### config.mk
export PLATFORM = sky130hd
export DESIGN_NAME = fps_ctrl
export DESIGN_NICKNAME = d
export VERILOG_FILES = /design/src/rtl/fps_pkg.sv /design/src/rtl/fps_ctrl.sv
export SDC_FILE = /design/constraint.sdc
export NUM_CORES = 1
export LEC_CHECK = 0
export BUFFER_PORTS_ARGS = -buffer_cell sky130_fd_sc_hd__buf_2
export CORE_ASPECT_RATIO = 0.9
export CORE_UTILIZATION = 51
export DETAILED_ROUTE_END_ITERATION = 6
export PLACE_DENSITY = 0.77
export SYNTH_ARGS = -nofsm -noshare
export SYNTH_HDL_FRONTEND = slang
export SYNTH_SLANG_ARGS = --single-unit
### constraint.sdc
create_clock -name clk -period 3.91 [get_ports clk]
set_clock_uncertainty 0.05 [all_clocks]
set_input_delay 0 -clock clk [delete_from_list [all_inputs] [get_ports clk]]
set_output_delay 0 -clock clk [all_outputs]
set_load 0.1 [all_outputs]
### src/rtl/fps_pkg.sv
package fps_pkg;

  localparam int MAX_POINTS_DEF = 1024;
  localparam int DIM_MAX_DEF    = 16;
  localparam int MAX_REPS_DEF   = 64;
  localparam int COORD_BITS_DEF = 16;

  localparam int DIST_W      = 40;
  localparam int REP_INDEX_W = 10;
  localparam int NUM_REPS_W  = 7;
  localparam int DIMS_W      = 5;
  localparam int CFG_DATA_W  = 32;
  localparam int CFG_ADDR_W  = 3;

  typedef logic [CFG_ADDR_W-3:0] reg_idx_t;
  localparam reg_idx_t REG_NUM_REPS = reg_idx_t'(0);
  localparam reg_idx_t REG_DIMS     = reg_idx_t'(1);

  localparam logic [NUM_REPS_W-1:0] NUM_REPS_RST = NUM_REPS_W'(8);
  localparam logic [DIMS_W-1:0]     DIMS_RST     = DIMS_W'(3);

  localparam logic CMD_CENTROID = 1'b0;
  localparam logic CMD_POINT    = 1'b1;

  typedef enum logic [2:0] {
    S_LOAD,
    S_START,
    S_FEW,
    S_SCAN,
    S_DRAIN,
    S_EMIT,
    S_COPY,
    S_SETTLE
  } state_t;

  typedef struct packed {
    logic load;
    logic job_init;
    logic job_end;
    logic clear_best;
    logic issue;
    logic first_k;
    logic last_k;
    logic copy;
    logic pass_cent;
    logic pass_rep1;
    logic push;
    logic push_seq;
    logic push_last;
  } ctl_t;

  typedef struct packed {
    logic busy;
    logic out_free;
  } stat_t;

endpackage

### src/rtl/fps_ctrl.sv
module fps_ctrl #(
  parameter int MAX_POINTS = fps_pkg::MAX_POINTS_DEF,
  parameter int DIM_MAX    = fps_pkg::DIM_MAX_DEF,
  parameter int MAX_REPS   = fps_pkg::MAX_REPS_DEF
) (
  input  logic                                              clk,
  input  logic                                              rst,
  input  logic                                              in_valid,
  input  logic                                              in_last,
  output logic                                              in_ready,
  input  logic [$clog2(DIM_MAX+1)-1:0]                      nd,
  input  logic [$clog2(MAX_REPS+1)-1:0]                     n,
  input  logic [$clog2(MAX_POINTS+1)-1:0]                   npts,
  input  fps_pkg::stat_t                                    stat,
  output fps_pkg::ctl_t                                     ctl,
  output logic [$clog2(MAX_POINTS)-1:0]                     idx,
  output logic [((DIM_MAX > 1) ? $clog2(DIM_MAX) : 1)-1:0]  kpos
);
  import fps_pkg::*;

  localparam int CNT_W  = $clog2(MAX_POINTS+1);
  localparam int IDX_W  = $clog2(MAX_POINTS);
  localparam int DIM_W  = $clog2(DIM_MAX+1);
  localparam int KPOS_W = (DIM_MAX > 1) ? $clog2(DIM_MAX) : 1;
  localparam int REP_W  = $clog2(MAX_REPS+1);

  state_t state, state_next;
  logic [CNT_W-1:0]  j;
  logic [KPOS_W-1:0] k;
  logic [REP_W-1:0]  rep;

  logic k_last, j_last, rep_last, few;

  assign k_last   = (DIM_W'(k) + DIM_W'(1)) == nd;
  assign j_last   = (j + CNT_W'(1)) == npts;
  assign rep_last = (rep + REP_W'(1)) == n;
  assign few      = 32'(n) >= 32'(npts);
  assign idx      = IDX_W'(j);
  assign kpos     = k;

  always_ff @(posedge clk) begin
    if (rst) begin
      state <= S_LOAD;
      j     <= '0;
      k     <= '0;
      rep   <= '0;
    end else begin
      state <= state_next;
      case (state)
        S_START: begin
          j   <= '0;
          k   <= '0;
          rep <= '0;
        end
        S_FEW: begin
          if (stat.out_free) j <= j + CNT_W'(1);
        end
        S_SCAN: begin
          if (k_last) begin
            k <= '0;
            j <= j + CNT_W'(1);
          end else begin
            k <= k + KPOS_W'(1);
          end
        end
        S_EMIT: begin
          if (stat.out_free) begin
            rep <= rep + REP_W'(1);
            j   <= '0;
            k   <= '0;
          end
        end
        S_COPY: begin
          k <= k_last ? '0 : k + KPOS_W'(1);
        end
        default: ;
      endcase
    end
  end

  always_comb begin
    state_next = state;
    case (state)
      S_LOAD:   if (in_valid && in_last) state_next = S_START;
      S_START: begin
        if (npts == '0)  state_next = S_LOAD;
        else if (few)    state_next = S_FEW;
        else             state_next = S_SCAN;
      end
      S_FEW:    if (stat.out_free && j_last) state_next = S_LOAD;
      S_SCAN:   if (j_last && k_last) state_next = S_DRAIN;
      S_DRAIN:  if (!stat.busy) state_next = S_EMIT;
      S_EMIT:   if (stat.out_free) state_next = rep_last ? S_LOAD : S_COPY;
      S_COPY:   if (k_last) state_next = S_SETTLE;
      S_SETTLE: state_next = S_SCAN;
      default:  state_next = S_LOAD;
    endcase
  end

  always_comb begin
    ctl           = '0;
    in_ready      = 1'b0;
    ctl.pass_cent = (rep == '0);
    ctl.pass_rep1 = (rep == REP_W'(1));
    case (state)
      S_LOAD: begin
        in_ready = 1'b1;
        ctl.load = in_valid;
      end
      S_START: begin
        if (npts == '0) begin
          ctl.job_end = 1'b1;
        end else if (!few) begin
          ctl.job_init   = 1'b1;
          ctl.clear_best = 1'b1;
        end
      end
      S_FEW: begin
        ctl.push      = stat.out_free;
        ctl.push_seq  = 1'b1;
        ctl.push_last = j_last;
        ctl.job_end   = stat.out_free && j_last;
      end
      S_SCAN: begin
        ctl.issue   = 1'b1;
        ctl.first_k = (k == '0);
        ctl.last_k  = k_last;
      end
      S_EMIT: begin
        ctl.push       = stat.out_free;
        ctl.push_last  = rep_last;
        ctl.job_end    = stat.out_free && rep_last;
        ctl.clear_best = stat.out_free && !rep_last;
      end
      S_COPY: ctl.copy = 1'b1;
      default: ;
    endcase
  end

endmodule

==> impl_metrics.toml, run 1 <==
[run_status]
status = "completed"

[power_and_ir_drop]
p_int_mw = 0.473
netSwitchingFraction_pct = 52.0
power.switching_mw = 0.513
vdd.ir_drop.worst_v = 0.000357
power_mw = 0.986
power_density_mw_per_mm2 = 378
p_seq_share_pct = 30.2
pwr-share-comb_pct = 53.7
clockPowerShare_pct = 16.1
p_leak_nw = 1.09

[synth]
ys_top_cells_by_count = "25 x dfxtp_1, 25 x nor2_1, 20 x a21oi_1"
synthesis.area_mm2 = 0.00233
synth_edf_count = 0
yosysUniqueCellTypes = 50
synth_area_leader_cell = "dfxtp_1"
syn_avg_cell_area_um2 = 7.48
yosys.area.top_type_share_pct = 21.4
syn_inst = 312
yosysSeqAreaShare_pct = 21.4
synth_seq_cells = 25
yosys_warnings = 0
yosys-top-cells-area = "dfxtp_1 21%, ha_1 7.0%, xnor2_1 6.4%"
syn_nets = 354
synthFlopType = "dfxtp_1"
synthArstFlopShare_pct = 0

[drt]
drt-total-wl_um = 5750
via_count = 2325
drtAntennaViolNets = 0
drc = 0
via_per_inst = 5.73
wl_per_cell_um = 14.2
first_pass_iters = 4
drtIter0Drc = 242

[floorplanning]
start_util_pct = 55.1
core_area_mm2 = 0.00424
rows = 22
die_area_mm2 = 0.00485
io_pins = 57
die_x_um = 73.3
die_h_um = 66.2

[critical_path]
end_kind = "output port"
cp.required_ps = 3860
path_max_fanout = 7
timing.reg2reg.setup_slack_ps = 1160
timing.rr.start = "kpos[0]"
worstSetupStartpointType = "register"
r2r_cells = 7
r2r_end = "j[2]"
arrival_ps = 3040
critical_path_class = "reg -> out"

[placement]
portBuffers = 56
place_congestion = 0.873
dp_hpwl_um = 4360
place_area_mm2 = 0.00256
place_inst = 402
dp_slack_ps = 1140

[global_route]
grt_usage_pct = 24.3
antenna_found_initial = 0
grt_pass1_vias = 2020
grt.overflow.total = 0
grt_pass1_wl_um = 9290
grt_max_degree = 31

[timing]
setup_violations = 0
finalWorstSetupSlack_ps = 820
min_period_ps = 3090
slew_headroom_pct = 49.4
hold_viol = 0
rsz0062_at_grt = "no"
timing.setup.tns_ps = 0
min_period_over_period_pct = 79.0
tightest_slew_ps = 752
drv_slew = 0
clock.fmax_mhz = 324

[clock_tree]
postCtsResizedCells = 0
post_cts_buffers = 0
cts_tree = "built"
cts_buffers = 3
clk_pin_slew_ps = 90
cts.path.max_buffers = 2
worstSkewPairLatency_ps = 270
clkSinkCount = 25
root_buffer = "clkbuf_8"
cts_hold_buf = 0
cts.htree.levels = 1

[min_path]
whs_path_depth = 3
hold-path-endpoint = "state[2]"
min_from = "stat[0]"
holdCritPathClass = "in -> reg"

[finish]
drive_above_1_share_pct = 18.8
fin_area_mm2 = 0.00261
area_growth_pct = 11.6
n_antenna_cell = 0
nNetsFinal = 389
final_cell_count_no_fill = 406

[job]
cap_violations = 0
==> power by group through the flow <==
stage | clock (mW) | combinational (mW) | sequential [mW]
final | 0.159 | 0.529 | 0.298
after global placement | 0 | 0.516 | 0.303
after detailed placement | 0 | 0.524 | 0.303
after global routing | 0.170 | 0.565 | 0.302
after CTS | 0.162 | 0.525 | 0.297
after floorplan | 0 | 0.449 | 0.280
==> placed cells by master, fill, tap and decap left out, drive strengths merged, types with 2 or more instances in the layout <==
cell     n
ha      13
xnor2   17
o211ai   2
and4     3
o32ai    4
buf     56
a21oi   21
or3      6
or2      2
nor2    25
clkbuf   4
and3     7
or4b     3
a211o    2
nand3b   2
nand2b  11
or4      3
inv     18
nor2b    3
xor2    11
nor4     5
a211oi   5
o21ai   16
nand3   13
a22oi    3
o21bai   2
o21a     5
and2     7
nand4    2
a311oi   2
nor3     7
nand2   16
dfxtp   25
a21o     4
o31ai    3
nor3b    3
a31oi    3
o311ai   2
==> metrics by stage <==
| step | util (%) | hold WS (ps) |
|---|---|---|
| 2_1_floorplan | - | 144 |
| 3_3_place_gp | 60.4 | 415 |
| 3_5_place_dp | 60.4 | 404 |
| 4_1_cts | 61.5 | 109 |
| 5_1_grt | 61.5 | 126 |
| 6_report | 61.5 | 113 |
==> worst max path at each step <==
stage          from      to  slack [ps]  depth (start not counted)
2_1_floorplan  j[0]  ctl[0]          30                          7
3_3_place_gp   j[0]  ctl[0]        1210                          8
3_5_place_dp   j[0]  ctl[0]        1140                          8
4_1_cts        j[0]  ctl[0]         830                          8
5_1_grt        j[0]  ctl[0]         640                          8
6_report       j[0]  ctl[0]         820                          8
==> final cells by class <==
class	count	area, um2
Multi-Input combinational cell	243	1640
Fill cell	407	1630
Sequential cell	25	500
Timing Repair Buffer	56	280
Tap cell	60	75.1
Inverter	18	67.6
Clock buffer	4	45.0
==> logic make-up after synthesis <==
kind of cell             share of synthesized area [%]
flip-flops                                        21.4
AND/OR/NAND/NOR                                   28.5
adder cells (fa/ha/maj)                           6.97
buffers and inverters                             8.68
XOR/XNOR                                          10.5
multiplexers                                     0.429
AO/OA/AOI/OAI                                     23.5
==> state kept, by name (all words and copies together), names as in the netlist <==
| register | cells |
|---|---|
| j | 11 |
| rep | 7 |
| kpos | 4 |
| state | 3 |
==> layer usage <==
layer,part of all wire [%],track usage (%),routed length (um)
met3,5.8,3.81,336
met5,0,0,0
met2,45,40.6,2590
met1,48,33.6,2780
met4,0.77,3.37,44
==> worst max-delay path, stage by stage (launching register included) <==
cell and delay (ps):
dfxtp_1 450, ha_1 310, nand4b_1 130, a211oi_1 250, o311ai_1 180, nor4_1 490
nand2_1 200, o31ai_1 270, buf_2 480
Power figures use the tool's default switching activity.
==> inputs of run 2 (changes only) <==
- ABC_AREA: not set -> 1
- PLACE_DENSITY: 0.77 -> 0.76
- clock period: 3.91 -> 3.1 ns (I/O delays scaled with it)
==> run 2 against run 1 <==
Sequential power grew 52%. Via count grew 13%. Utilization shrank 0.81 points. Cell area grew 3.8%. Area after synthesis grew 2.3%. Global-route usage grew 1.6 points. Worst hold slack lost 47 ps. Critical endpoint is now ctl[10].
==> impl_metrics.toml, run 2 <==
[clock_tree]
worstSkewPairLatency_ps = 280
cts_hold_buf = 0
cts.path.max_buffers = 2
cts_buffers = 3
postCtsResizedCells = 0
post_cts_buffers = 0
clkSinkCount = 25
root_buffer = "clkbuf_8"
cts.htree.levels = 1
clk_pin_slew_ps = 90
cts_tree = "built"

[drt]
via_count = 2633
wl_per_cell_um = 12.2
drtAntennaViolNets = 0
first_pass_iters = 5
drc = 0
drtIter0Drc = 165
drt-total-wl_um = 6170
via_per_inst = 5.21

[placement]
place_congestion = 0.942
portBuffers = 56
dp_hpwl_um = 5060
place_area_mm2 = 0.00266

[critical_path]
slowest_delay_ps = 520
critical_path_class = "reg -> out"
crit_chain = "ha_1 -> nand2_2 -> nor2_2 -> nand2_1 -> nand3_1 -> nand3_1 -> nor2_1 -> nand2_1 -> nor2_2 -> nand4_1 -> o221ai_2 -> buf_2"
slowest_stage = "dfxtp_1"
cp.required_ps = 3050
arrival_ps = 2710
end_kind = "output port"
worstSetupStartpointType = "register"
r2r_cells = 11
r2r_end = "state[1]"
timing.rr.start = "kpos[0]"
timing.reg2reg.setup_slack_ps = 710
path_max_fanout = 9

[synth]
ys_top_cells_by_count = "100 x nand2_1, 57 x inv_1, 39 x nand3_1"
synthesis.area_mm2 = 0.00239
yosysSeqAreaShare_pct = 21.0
synth_area_leader_cell = "dfxtp_1"
synthFlopType = "dfxtp_1"
syn_avg_cell_area_um2 = 6.00
synthArstFlopShare_pct = 0
yosys-top-cells-area = "dfxtp_1 21%, nand2_1 16%, inv_1 9.0%"
synth_edf_count = 0
yosysUniqueCellTypes = 34
syn_nets = 440
syn_inst = 398
yosys_warnings = 0
yosysMostFrequentCell = "nand2_1"
synth_seq_cells = 25
yosys.area.top_type_share_pct = 21.0

[min_path]
holdCritPathClass = "in -> reg"
hold-path-endpoint = "kpos[3]"
whs_path_depth = 2
min_from = "rst"

[global_route]
grt_pass1_wl_um = 9910
grt_pass1_vias = 2186
use_met1_pct = 35.1
grtUsageMet3_pct = 3.78
grt_max_degree = 23
top_usage_layer = "met2"
grt.overflow.total = 0
grt_usage_pct = 26.0
antenna_found_initial = 0
use_met2_pct = 44.5

[floorplanning]
core_area_mm2 = 0.00446
start_util_pct = 53.5
die_area_mm2 = 0.00496
io_pins = 57
die_h_um = 66.9
rows = 23
die_x_um = 74.1

[timing]
min_period_ps = 2760
rsz0062_at_grt = "no"
min_period_over_period_pct = 89.2
clock.fmax_mhz = 362
setup_violations = 0
slew_headroom_pct = 64.8
tightest_slew_ps = 521
drv_slew = 0
hold_viol = 0

[power_and_ir_drop]
power.switching_mw = 1.22
pwr-share-comb_pct = 66.7
power_density_mw_per_mm2 = 730
p_leak_nw = 1.31
clockPowerShare_pct = 10.3
vdd.ir_drop.worst_v = 0.000613
p_seq_share_pct = 22.9
netSwitchingFraction_pct = 62.0
p_int_mw = 0.752
power_mw = 1.98

[finish]
nNetsFinal = 486
drive_above_1_share_pct = 20.5
largest_register_ffs = 11
final_cell_mix = "100 x nand2_1, 57 x inv_1, 56 x buf_2, 39 x nand3_1, 35 x nor2_1"
n_antenna_cell = 0
fin_area_mm2 = 0.00271
regMostFlops = "j"
area_growth_pct = 13.4
final_common_cell = "nand2_1"
n_fill_cell = 461

[job]
cap_violations = 0

[run_status]
status = "completed"
run 2: changes by cell type after synthesis, sizes merged, moves of 7 or more:
| cell | before | now |
|---|---|---|
| a21oi | 21 | 31 |
| and3 | 7 | 0 |
| clkbuf | 16 | 1 |
| inv | 18 | 61 |
| nand2 | 16 | 103 |
| nand2b | 11 | 0 |
| nand3 | 13 | 41 |
| nand4 | 2 | 11 |
| nor2 | 25 | 47 |
| xnor2 | 17 | 5 |
| xor2 | 11 | 4 |
run 2: cell families after synthesis:
family,synth area share [%]
buffers and inverters,13.9
flip-flops,21.0
AO/OA/AOI/OAI,14.4
XOR/XNOR,3.30
adder cells (fa/ha/maj),6.81
AND/OR/NAND/NOR,40.6
run 2: worst max-delay path, delay by kind of cell, from the launching register on:
| family | cells | cell delay, ps |
|---|---|---|
| adder cells (fa/ha/maj) | 1 | 360 |
| AO/OA/AOI/OAI | 1 | 170 |
| AND/OR/NAND/NOR | 9 | 920 |
| flip-flops | 1 | 520 |
| buffers and inverters | 1 | 460 |
run 2: per-layer routing:
metal	up-vias	wire length, um
li1	1378	-
met1	1172	2910
met2	79	2910
met3	4	334
met4	0	22
met5	-	0
run 2: through the flow:
stage          TNS (ps)  hold WS, ps  utilization, %  worst slack (ps)  std cells
2_1_floorplan      -776          184               -              -417        398
3_3_place_gp          0          347            59.7               752        501
3_5_place_dp          0          360            59.7               684        501
4_1_cts               0         69.9            60.7               358        505
5_1_grt               0         96.2            60.7              64.2        505
6_report              0         65.8            60.7               335        505
run 2: area by class of cell:
| type | instances | area [um2] | share of cell area (%) |
|---|---|---|---|
| multi-input cells | 297 | 1570 | 58.2 |
| repair buffers | 56 | 280 | 10.4 |
| inverters | 61 | 229 | 8.46 |
| flip-flops and latches | 25 | 500 | 18.5 |
| clock buffers | 4 | 45.0 | 1.66 |
| well taps | 62 | 77.6 | 2.87 |
run 2: power by group through the flow:
stage	logic (mW)	clock network [mW]	registers, mW
final	1.32	0.204	0.453
after global routing	1.43	0.224	0.463
after CTS	1.32	0.208	0.452
after detailed placement	1.31	0	0.460
after global placement	1.30	0	0.459
after floorplan	1.15	0	0.463
run 2: how the worst max path moves through the flow:
stage	cells past startpoint	start	endpoint	slack, ps
2_1_floorplan	6	state[1]	ctl[7]	-420
3_3_place_gp	12	j[0]	ctl[10]	750
3_5_place_dp	12	j[0]	ctl[10]	680
4_1_cts	12	j[0]	ctl[10]	360
5_1_grt	12	j[0]	ctl[10]	60
6_report	12	j[0]	ctl[10]	340
